[config.mk]
export PLATFORM = sky130hd
export DESIGN_NAME = quoted_text_line_joiner_unit
export DESIGN_NICKNAME = d
export VERILOG_FILES = /design/src/qtlj_pkg.sv /design/src/quoted_text_line_joiner_unit.sv
export SDC_FILE = /design/constraint.sdc
export NUM_CORES = 1
export LEC_CHECK = 0
export BUFFER_PORTS_ARGS = -buffer_cell sky130_fd_sc_hd__buf_2
export CORE_MARGIN = 10
export CORE_UTILIZATION = 25
export CTS_CLUSTER_SIZE = 25
export DETAILED_ROUTE_END_ITERATION = 16
export MAX_ROUTING_LAYER = met4
export PLACE_DENSITY_LB_ADDON = 0.25
export SYNTH_ARGS = -nofsm -noshare
export SYNTH_HDL_FRONTEND = slang
export SYNTH_SLANG_ARGS = --single-unit
[constraint.sdc]
create_clock -name clk -period 2.97 [get_ports clk]
set_clock_uncertainty 0.05 [all_clocks]
set_input_delay 0.1485 -clock clk [delete_from_list [all_inputs] [get_ports clk]]
set_output_delay 0.1485 -clock clk [all_outputs]
set_load 0.05 [all_outputs]
[src/qtlj_pkg.sv]
`timescale 1ns / 1ps
// Package for the quoted text line joiner: character codes, join phase type
// and configuration register indexes. No dependencies.
package qtlj_pkg;

    localparam int CHAR_W      = 8;
    localparam int CFG_INDEX_W = 8;
    localparam int CFG_DATA_W  = 1;

    localparam logic [CHAR_W-1:0] CH_CR  = 8'h0D;
    localparam logic [CHAR_W-1:0] CH_BS  = 8'h5C;
    localparam logic [CHAR_W-1:0] CH_LF  = 8'h0A;
    localparam logic [CHAR_W-1:0] CH_SP  = 8'h20;
    localparam logic [CHAR_W-1:0] CH_TAB = 8'h09;
    localparam logic [CHAR_W-1:0] CH_VT  = 8'h0B;

    localparam logic [CFG_INDEX_W-1:0] CFG_STRIP_ESCAPES = 8'd0;
    localparam logic [CFG_INDEX_W-1:0] CFG_MARKER_SKIP   = 8'd1;

    typedef enum logic [1:0] {
        PH_NORMAL    = 2'd0,
        PH_SKIP_LEAD = 2'd1,
        PH_SKIP_TAIL = 2'd2,
        PH_START     = 2'd3
    } join_phase_t;

    function automatic logic is_space(input logic [CHAR_W-1:0] c);
        return c inside {CH_SP, CH_TAB, CH_VT, CH_LF};
    endfunction

endpackage

[src/quoted_text_line_joiner_unit.sv]
`timescale 1ns / 1ps
// Top level of the quoted text line joiner: input register, filter logic and
// result register. Depends on qtlj_pkg.

// The block takes one character transaction per clock cycle while the output
// side does not stall, and gives zero or one result per transaction, which
// passes through the input register and then the result register. The escape
// flag and the join phase are updated from the registered input byte, and that
// state loop sets the rate of one byte per cycle. An end transaction gives an
// end marker with char_out zero and returns the filters to the string start.
// The result register and the input register let a new byte be taken while a
// result waits. Configuration writes are always ready and are meant to happen
// only while the block is idle.
module quoted_text_line_joiner_unit (
    input  logic                          clk,
    input  logic                          rst_n,
    input  logic                          in_valid,
    output logic                          in_stall,
    input  logic                          command,
    input  logic [qtlj_pkg::CHAR_W-1:0]   char_in,
    output logic                          out_valid,
    input  logic                          out_stall,
    output logic [qtlj_pkg::CHAR_W-1:0]   char_out,
    output logic                          end_of_string,
    input  logic                          cfg_valid,
    output logic                          cfg_ready,
    input  logic [qtlj_pkg::CFG_INDEX_W-1:0] cfg_index,
    input  logic [qtlj_pkg::CFG_DATA_W-1:0]  cfg_data
);
    import qtlj_pkg::*;

    logic              strip_escapes_reg;
    logic              marker_skip_reg;
    logic              escape_pending_reg;
    logic              escape_pending_next;
    join_phase_t       join_phase_reg;
    join_phase_t       join_phase_next;

    logic              s1_valid_reg;
    logic              s1_command_reg;
    logic [CHAR_W-1:0] s1_char_reg;

    logic              out_valid_reg;
    logic [CHAR_W-1:0] char_out_reg;
    logic              end_reg;

    logic              advance;
    logic              emit;
    logic              pass;
    logic [CHAR_W-1:0] res_char;
    logic              res_end;
    join_phase_t       phase_eff;

    assign advance   = !out_valid_reg || !out_stall;
    assign in_stall  = s1_valid_reg && !advance;
    assign cfg_ready = 1'b1;

    assign out_valid     = out_valid_reg;
    assign char_out      = char_out_reg;
    assign end_of_string = end_reg;

    always_ff @(posedge clk or negedge rst_n)
    begin
        if (!rst_n)
        begin
            strip_escapes_reg <= 1'b0;
            marker_skip_reg   <= 1'b0;
        end
        else if (cfg_valid && cfg_ready)
        begin
            if (cfg_index == CFG_STRIP_ESCAPES)
                strip_escapes_reg <= cfg_data[0];
            else if (cfg_index == CFG_MARKER_SKIP)
                marker_skip_reg <= cfg_data[0];
        end
    end

    // Filter chain on the registered byte; state moves only when the byte
    // leaves the input register.
    always_comb
    begin
        escape_pending_next = escape_pending_reg;
        join_phase_next     = join_phase_reg;
        emit                = 1'b0;
        pass                = 1'b0;
        res_char            = s1_char_reg;
        res_end             = 1'b0;
        phase_eff           = join_phase_reg;
        if (join_phase_reg == PH_START)
            phase_eff = marker_skip_reg ? PH_SKIP_LEAD : PH_NORMAL;

        if (s1_valid_reg && advance)
        begin
            if (s1_command_reg)
            begin
                escape_pending_next = 1'b0;
                join_phase_next     = PH_START;
                emit                = 1'b1;
                res_char            = '0;
                res_end             = 1'b1;
            end
            else if (s1_char_reg != CH_CR)
            begin
                pass                = 1'b1;
                escape_pending_next = 1'b0;
                if (strip_escapes_reg)
                begin
                    if (s1_char_reg == CH_BS && !escape_pending_reg)
                    begin
                        escape_pending_next = 1'b1;
                        pass                = 1'b0;
                    end
                    else if (s1_char_reg == CH_LF && escape_pending_reg)
                    begin
                        pass = 1'b0;
                    end
                end

                if (pass)
                begin
                    case (phase_eff)
                        PH_NORMAL:
                        begin
                            emit = 1'b1;
                            if (s1_char_reg == CH_LF)
                            begin
                                join_phase_next = PH_SKIP_LEAD;
                                res_char        = CH_SP;
                            end
                            else
                            begin
                                join_phase_next = PH_NORMAL;
                            end
                        end
                        default:
                        begin
                            if (is_space(s1_char_reg))
                            begin
                                join_phase_next = phase_eff;
                            end
                            else if (phase_eff == PH_SKIP_LEAD && marker_skip_reg)
                            begin
                                // The marker character itself is dropped.
                                join_phase_next = PH_SKIP_TAIL;
                            end
                            else
                            begin
                                join_phase_next = PH_NORMAL;
                                emit            = 1'b1;
                            end
                        end
                    endcase
                end
            end
        end
    end

    always_ff @(posedge clk or negedge rst_n)
    begin
        if (!rst_n)
        begin
            escape_pending_reg <= 1'b0;
            join_phase_reg     <= PH_START;
            s1_valid_reg       <= 1'b0;
            out_valid_reg      <= 1'b0;
        end
        else
        begin
            escape_pending_reg <= escape_pending_next;
            join_phase_reg     <= join_phase_next;
            if (!in_stall)
                s1_valid_reg <= in_valid;
            if (advance)
                out_valid_reg <= s1_valid_reg && emit;
        end
    end

    always_ff @(posedge clk)
    begin
        if (in_valid && !in_stall)
        begin
            s1_command_reg <= command;
            s1_char_reg    <= char_in;
        end
        if (advance && emit)
        begin
            char_out_reg <= res_char;
            end_reg      <= res_end;
        end
    end

endmodule

[After elaboration in Yosys (flattened, before gate mapping)]
Cells that the tools add are included.
Cells by class
  multiplexer cells: 33
  reductions and logical operators: 23
  bitwise gates (word level): 1
  eq/ne operators: 9
Operator list (count)
  8-bit 2-to-1 mux: 6
  8-bit by 4-bit equality test with 1-bit output (second input constant): 3
  1-bit 2-to-1 mux: 20
  2-bit 2-to-1 mux: 7
  8-bit by 1-bit equality test with 1-bit output (second input constant): 1
  8-bit by 6-bit equality test with 1-bit output (second input constant): 1
  8-bit by 7-bit equality test with 1-bit output (second input constant): 1
  1-bit logical AND: 8
  8-bit logical NOT: 1
  8-bit by 4-bit inequality test with 1-bit output (second input constant): 1
  3-bit AND reduction: 2
  1-bit logical NOT: 5
  2-bit AND reduction: 2
  2-bit nonzero test: 2
  4-bit nonzero test: 1
  2-bit by 1-bit equality test with 1-bit output (second input constant): 1
  2-bit equality test (second input constant): 1
  2-bit logical NOT: 1
  1-bit logical OR: 1
  1-bit NOT: 1
Storage, ports and cells
  logic and storage cells: 76
  register bits after elaboration: 25
  output and inout bits: 12
  input port bits: 23

[Depth between registers and ports, before layout]
Gate-level depths: netlist of run 1.
  word-level depth: 13
  gate-level depth with buffers: 5
  gate-level depth less buffers: 5

[Worst setup path after synthesis of run 1]
OpenSTA, ideal clock, no wires.
  kind: register to register
  from: register s1_char_reg[1]
  to: register char_out_reg[0], in the netlist char_out[0] (enable)
  arrival time: 1.572 ns
  clock period less this slack: 1.996 ns
  setup slack: 0.974 ns
  stages on the path, launching flop included: 6
  data required time: 2.546 ns
  buffers on the path: 0
  library setup time: 0.374 ns
  path through: edfxtp_1 nor4b_1 and3_1 o31ai_2 a41oi_1 nor2_1
Between the ends
  longest elaborated chain between the ends: 13
  elaborated cells between the ends (all ways): 22
  those cells by class: 6 x eq/ne; 12 x mux; 4 x reduce/logical
RTL lines
  from (decl): RTL line quoted_text_line_joiner_unit.sv:41  | logic [CHAR_W-1:0] s1_char_reg;
  from (signal assigned): RTL line quoted_text_line_joiner_unit.sv:183  | s1_char_reg <= char_in;
  8-bit by 4-bit equality test with 1-bit output: RTL line qtlj_pkg.sv:28, quoted_text_line_joiner_unit.sv:113
  1-bit logical AND: RTL line quoted_text_line_joiner_unit.sv:113  | else if (s1_char_reg == CH_LF && escape_pending_reg)
  1-bit 2-to-1 mux: RTL line quoted_text_line_joiner_unit.sv:113
  1-bit 2-to-1 mux: RTL line quoted_text_line_joiner_unit.sv:108  | if (s1_char_reg == CH_BS && !escape_pending_reg)
  1-bit 2-to-1 mux: RTL line quoted_text_line_joiner_unit.sv:106  | if (strip_escapes_reg)
  1-bit 2-to-1 mux: RTL line quoted_text_line_joiner_unit.sv:102  | else if (s1_char_reg != CH_CR)
  1-bit 2-to-1 mux: RTL line quoted_text_line_joiner_unit.sv:94  | if (s1_command_reg)
  1-bit 2-to-1 mux: RTL line quoted_text_line_joiner_unit.sv:92  | if (s1_valid_reg && advance)
  1-bit 2-to-1 mux: RTL line quoted_text_line_joiner_unit.sv:119  | if (pass)
  1-bit 2-to-1 mux (*): RTL line quoted_text_line_joiner_unit.sv:102
  1-bit 2-to-1 mux (*): RTL line quoted_text_line_joiner_unit.sv:94
  1-bit 2-to-1 mux (*): RTL line quoted_text_line_joiner_unit.sv:92
  1-bit logical AND (*): RTL line quoted_text_line_joiner_unit.sv:185  | if (advance && emit)
  to (signal assigned): RTL line quoted_text_line_joiner_unit.sv:187  | char_out_reg <= res_char;
  to (decl): RTL line quoted_text_line_joiner_unit.sv:44  | logic [CHAR_W-1:0] char_out_reg;
Mark *: on every way between the ends. The rest lies on a longest branch, timed or not. The select of a mux whose other input is x is not followed.
A chain may end at the register's enable or synchronous reset.

[Final worst setup path of run 1]
  from: register s1_char_reg[1]
  to: register char_out_reg[1], in the netlist char_out[1] (enable)
Same word-level chain as after synthesis.

==> flow_metrics.env, run 1 <==
export IMPL_hold_class="primary input to flip-flop"
export IMPL_status="completed"
export IMPL_crit_fanout=9
export IMPL_cts_resized=0
export IMPL_wl_per_cell_um=13.6
export IMPL_final_nets=158
export IMPL_post_route_period_util_pct=76.3
export IMPL_dpl_hpwl_mm=2.00
export IMPL_hp_start="command"
export IMPL_cp_data_arrival_time_ns=2.12
export IMPL_r2r_cells=5
export IMPL_cts_max_path_buffers=2
export IMPL_crit_chain="nor4b_1, and3_1, o31ai_2, a41oi_1, nor2_1"
export IMPL_dr_pass1_iters=4
export IMPL_initial_utilization_pct=26.1
export IMPL_fin_crit_ns=2.27
export IMPL_yosysSeqAreaShare_pct=62.7
export IMPL_cp_slowest_cell="nor2_1"
export IMPL_final_max_slew_viol_count=0
export IMPL_slew_headroom_pct=55.1
export IMPL_ys_async_sr_fraction_pct=28.0
export IMPL_vias=857
export IMPL_wl_mm=2.53
export IMPL_grt_ovfl_total=0
export IMPL_worst_pin_slew_ns=0.671
export IMPL_cts_root_buf="clkbuf_8"
export IMPL_max_stage_delay_ns=0.56
export IMPL_initialDrtViolationCount=45
export IMPL_drc=0
export IMPL_regArea_um2=718
export IMPL_insertion_delay_ns=0.27
export IMPL_diodes=0
export IMPL_setup_ws_ns=0.703
export IMPL_timing_critical_path_buf_inv=0
export IMPL_die_h_um=87.7
export IMPL_hold_violations=0
export IMPL_synth_flop_cell="edfxtp_1"
export IMPL_required_ns=2.83
export IMPL_syn_area_um2=1140
export IMPL_rsz0062_at_grt="no"
export IMPL_cts_reportedPaths_clkPinSlew_ns=0.09
export IMPL_viasPerCell=4.61
export IMPL_yosys_warnings=0
export IMPL_synth_net_count=114
export IMPL_grt_first_pass_wirelength_mm=4.09
export IMPL_syn_area_per_cell_um2=12.6
export IMPL_ioPinCount=35
export IMPL_cts_sinks=25
export IMPL_multi_input_comb_area_um2=408
export IMPL_rrSetupSlack_ns=0.70
export IMPL_row_count=24
export IMPL_htree_levels=1
export IMPL_tritoncts="yes"
export IMPL_synth_edf_count=18
export IMPL_die_x_um=87.7
export IMPL_fillCellCount=462
export IMPL_numCtsBuffers=3
export IMPL_grt_pass1_vias=881
export IMPL_synthCells=91
export IMPL_finalSetupViolations=0
export IMPL_crit_family="simple AND/OR/NAND/NOR gates"
export IMPL_syn_to_final_growth_pct=30.4
export IMPL_yosysUniqueCellTypes=38
export IMPL_grt_max_degree=16
export IMPL_grt_use_total_pct=6.72
export IMPL_cp_start_kind="flip-flop"
export IMPL_vdd_ir_drop_max_uv=193
export IMPL_worstHoldEndpoint="s1_command_reg$_DFFE_PP_"
export IMPL_maxCapViolCount=0
export IMPL_buffer_ports_inserted=33
export IMPL_endpoint_kind="flip-flop"
export IMPL_reg2reg_from="s1_char_reg[1]$_DFFE_PP_"
export IMPL_coreArea_um2=4380
export IMPL_whs_path_depth=1
export IMPL_antenna_found_initial=0
export IMPL_globalplace_congestion=0.894
export IMPL_synth_seq_cells=25
export IMPL_crit_type="flip-flop to flip-flop"
export IMPL_post_place_ws_ns=0.705
export IMPL_p_leak_nw=0.595
export IMPL_fmax_mhz=441
export IMPL_power_density_nw_per_um2=519
export IMPL_r2r_end="char_out[1]$_DFFE_PP_"
export IMPL_postRouteAntennaNets=0
export IMPL_fin_tns_setup_ns=0
export IMPL_die_area_um2=7690
export IMPL_drive_gt1_share_pct=35.1
-- worst register-to-register path: stages, from the launching register on --
cell	delay [ns]
edfxtp_1	0.45
nor4b_1	0.18
and3_1	0.17
o31ai_2	0.28
a41oi_1	0.21
nor2_1	0.56
-- metrics by stage --
stage          util, %  cell area, um^2  power, mW  instances  hold WS (ns)
2_1_floorplan        -             1140      0.530         91        -0.197
3_3_place_gp      31.1             1360      0.572        174       -0.0619
3_5_place_dp      31.1             1360      0.573        174       -0.0635
4_1_cts           33.6             1470      0.780        184      0.000520
5_1_grt           34.0             1490      0.814        186       0.00351
6_report          34.0             1490      0.775        186       0.00573
-- routing by layer --
| metal | vias to the layer above | routed length (um) | GRT usage (%) |
|---|---|---|---|
| met4 | 0 | 40 | 3.91 |
| met5 | - | 0 | - |
| met2 | 24 | 1270 | 11.0 |
| li1 | 431 | - | - |
| met1 | 400 | 1150 | 7.88 |
| met3 | 2 | 70 | 0.557 |
-- cell families after synthesis --
| group | count (synthesis) | synth area share, % |
|---|---|---|
| AOI/OAI and AO/OA | 16 | 10.3 |
| buffers and inverters | 4 | 1.64 |
| DFF | 25 | 62.7 |
| muxes | 2 | 1.97 |
| other | 1 | 0.328 |
| and+or+nand+nor | 43 | 23.1 |
-- timing repair --
| action | CTS | global route |
|---|---|---|
| hold buffers | 6 | 2 |
| setup buffers | 0 | 0 |
| endpoints found under the hold margin | 12 | 2 |
-- power breakdown --
part / total (mW) / internal, mW / switching [mW]
logic: 0.139 / 0.0484 / 0.0902
clock network: 0.203 / 0.0950 / 0.108
registers: 0.433 / 0.411 / 0.0214
-- worst max path at each step --
stage | from | to | slack [ns] | cells after the start
global placement | s1_char_reg[1]$_DFFE_PP_ | char_out[2]$_DFFE_PP_ | 0.79 | 5
detailed placement | s1_char_reg[1]$_DFFE_PP_ | char_out[2]$_DFFE_PP_ | 0.70 | 5
finish | s1_char_reg[1]$_DFFE_PP_ | char_out[1]$_DFFE_PP_ | 0.70 | 5
floorplan | s1_char_reg[1]$_DFFE_PP_ | char_out[0]$_DFFE_PP_ | 0.97 | 5
CTS | s1_char_reg[1]$_DFFE_PP_ | char_out[1]$_DFFE_PP_ | 0.69 | 5
global route | s1_char_reg[1]$_DFFE_PP_ | char_out[5]$_DFFE_PP_ | 0.46 | 5
-- area by class of cell --
type / count / share of cell area, %
Timing Repair Buffer: 41 / 16.4
Multi-Input combinational cell: 62 / 27.3
Clock buffer: 3 / 2.77
Tap cell: 52 / 4.36
Inverter: 2 / 0.503
Clock inverter: 1 / 0.503
Sequential cell: 25 / 48.1
-- cells in the final DEF (no fill, tap or decap), types with 3 or more instances in the layout --
master,n
nand2_1,5
dlygate4sd3_1,8
nand4b_1,3
o21ai_0,3
clkbuf_8,3
dfrtp_1,5
edfxtp_1,18
nor2_1,7
a21oi_1,4
buf_2,33
nor2b_1,7
-- synthesized netlist by cell type, types with 2 or more instances --
cell | number | area share [%]
a21oi_1 | 4 | 1.7
and2_1 | 2 | 1.1
dfrtp_1 | 5 | 11
dfstp_2 | 2 | 4.6
edfxtp_1 | 18 | 47
inv_1 | 2 | 0.66
mux2_2 | 2 | 2.0
nand2_1 | 5 | 1.6
nand2b_1 | 2 | 1.1
nand3_1 | 2 | 0.87
nand3b_1 | 2 | 1.3
nand4b_1 | 3 | 2.3
nor2_1 | 7 | 2.3
nor2b_1 | 7 | 3.8
nor4_1 | 2 | 1.1
nor4b_1 | 2 | 1.5
o21ai_0 | 3 | 1.3
Power figures use the tool's default switching activity.
==> inputs of run 2 (changes only) <==
==> constraint.sdc (replaced) <==
create_clock -name clk -period 1.8 [get_ports clk]
set_clock_uncertainty 0.05 [all_clocks]
set_input_delay 0.09 -clock clk [delete_from_list [all_inputs] [get_ports clk]]
set_output_delay 0.09 -clock clk [all_outputs]
set_load 0.05 [all_outputs]
==> run 2 against run 1 <==
Effect of this change: hold slack improved by 0.0059 ns; register-to-register slack got worse by 0.88 ns; fmax increased by 15%; combinational power increased by 89%; global-route usage increased by 1.1 points; sequential share of layout area decreased by 4.7 points; power increased by 71%; the run now ends with negative setup slack left; sequential cell count unchanged; die area unchanged.
==> flow_metrics.env, run 2 (synthesized netlist as in run 1, its figures left out) <==
export IMPL_status="finished, violations left"
export IMPL_violations="negative setup slack"
export IMPL_die_area_um2=7690
export IMPL_crit_fanout=5
export IMPL_fin_crit_ns=1.98
export IMPL_grt_pass1_vias=969
export IMPL_htree_levels=1
export IMPL_drc=0
export IMPL_wl_per_cell_um=14.4
export IMPL_final_max_slew_viol_count=0
export IMPL_grt_max_degree=16
export IMPL_crit_type="flip-flop to flip-flop"
export IMPL_die_x_um=87.7
export IMPL_drive_gt1_share_pct=42.3
export IMPL_finalSetupViolations=11
export IMPL_initial_utilization_pct=26.1
export IMPL_coreArea_um2=4380
export IMPL_globalplace_congestion=0.861
export IMPL_endpoint_kind="flip-flop"
export IMPL_hold_violations=0
export IMPL_hold_class="primary input to flip-flop"
export IMPL_dp_cells=182
export IMPL_use_met3_pct=0.836
export IMPL_cp_data_arrival_time_ns=1.96
export IMPL_grt_ovfl_total=0
export IMPL_insertion_delay_ns=0.28
export IMPL_ioPinCount=35
export IMPL_antenna_found_initial=0
export IMPL_syn_to_final_growth_pct=44.4
export IMPL_rsz0062_at_grt="yes"
export IMPL_final_cell_mix="buf_2 (33), edfxtp_1 (18), dlygate4sd3_1 (11), buf_4 (11), nor2b_1 (7)"
export IMPL_final_cells=201
export IMPL_grt_use_total_pct=7.87
export IMPL_dr_pass1_iters=4
export IMPL_use_met1_pct=8.74
export IMPL_cts_sinks=25
export IMPL_fmax_mhz=506
export IMPL_numCtsBuffers=3
export IMPL_layout_commonest_cell="buf_2"
export IMPL_p_total_mw=1.32
export IMPL_grt_first_pass_wirelength_mm=4.69
export IMPL_dpl_hpwl_mm=2.23
export IMPL_buffer_ports_inserted=33
export IMPL_initialDrtViolationCount=38
export IMPL_postRouteAntennaNets=0
export IMPL_vias=929
export IMPL_setup_ws_ns=-0.177
export IMPL_tritoncts="yes"
export IMPL_power_density_nw_per_um2=801
export IMPL_die_h_um=87.7
export IMPL_post_route_period_util_pct=110
export IMPL_p_leak_nw=0.672
export IMPL_grtUsageMet2_pct=13.2
export IMPL_post_place_ws_ns=-0.0756
export IMPL_viasPerCell=4.62
export IMPL_cp_start_kind="flip-flop"
export IMPL_busiest_layer="met2"
export IMPL_row_count=24
export IMPL_final_nets=173
export IMPL_wl_mm=2.90
export IMPL_cts_root_buf="clkbuf_8"
export IMPL_vdd_ir_drop_max_uv=240
export IMPL_diodes=0
export IMPL_cts_max_path_buffers=2
export IMPL_cts_reportedPaths_clkPinSlew_ns=0.09
export IMPL_required_ns=1.78
export IMPL_maxCapViolCount=0
run 2: worst paths after layout:
| path | start | endpoint | slack (ns) | depth (start not counted) |
|---|---|---|---|---|
| setup / recovery | s1_char_reg[1]$_DFFE_PP_ | char_out[5]$_DFFE_PP_ | -0.18 | 5 |
| hold / removal | cfg_data | marker_skip_reg$_DFFE_PN0P_ | 0.01 | 2 |
| setup reg to reg | s1_char_reg[1]$_DFFE_PP_ | char_out[5]$_DFFE_PP_ | -0.18 | 5 |
| hold reg to reg | s1_char_reg[7]$_DFFE_PP_ | escape_pending_reg$_DFFE_PN0P_ | 0.53 | 1 |
| max in group asynchronous | rst_n | join_phase_reg[1]$_DFFE_PN1P_ | 1.35 | 2 |
| min in group asynchronous | rst_n | strip_escapes_reg$_DFFE_PN0P_ | 0.12 | 2 |
run 2: cell type report:
type	instances	area, um^2
clock buffers	3	41.3
flip-flops and latches	25	718
fillers	444	2730
clock inverters	1	7.51
repair buffers	55	358
inverters	2	7.51
well taps	52	65.1
multi-input cells	63	455
run 2: worst max-delay path, cell delays in order, from the launching register on:
cell      delay [ns]
edfxtp_1        0.44
or4b_1          0.54
o21ai_2         0.10
nand4b_1        0.17
a41oi_4         0.34
nor2_4          0.10
run 2: timing repair:
| action | in CTS | in global routing |
|---|---|---|
| hold buffers | 11 | 0 |
| pin swaps | 1 | 2 |
| gates resized for setup | 0 | 5 |
| cloned | 0 | 1 |
| setup buffers | 1 | 2 |
| hold endpoints to repair | 17 | 0 |
| setup endpoints to repair | 12 | 14 |
run 2: per-layer routing:
layer | routed length (um) | share of wire (%) | vias to the layer above
met1 | 1230 | 42 | 441
met4 | 69 | 2.4 | 0
li1 | - | - | 463
met2 | 1530 | 53 | 20
met5 | 0 | 0 | -
met3 | 72 | 2.5 | 5
run 2: metrics by stage:
stage	area (um^2)	TNS [ns]	hold WS, ns	util [%]
after floorplan	1160	-0.0487	-0.256	-
after global placement	1440	-0.320	-0.122	32.8
after detailed placement	1440	-0.710	-0.121	32.8
after CTS	1610	-0.955	0.00906	36.6
after global routing	1650	-2.43	0.0153	37.7
final	1650	-1.74	0.0116	37.7
run 2: report_power, final:
group	switching, mW	internal (mW)
clock	0.187	0.157
sequential	0.0384	0.679
combinational	0.162	0.101
total	0.388	0.937
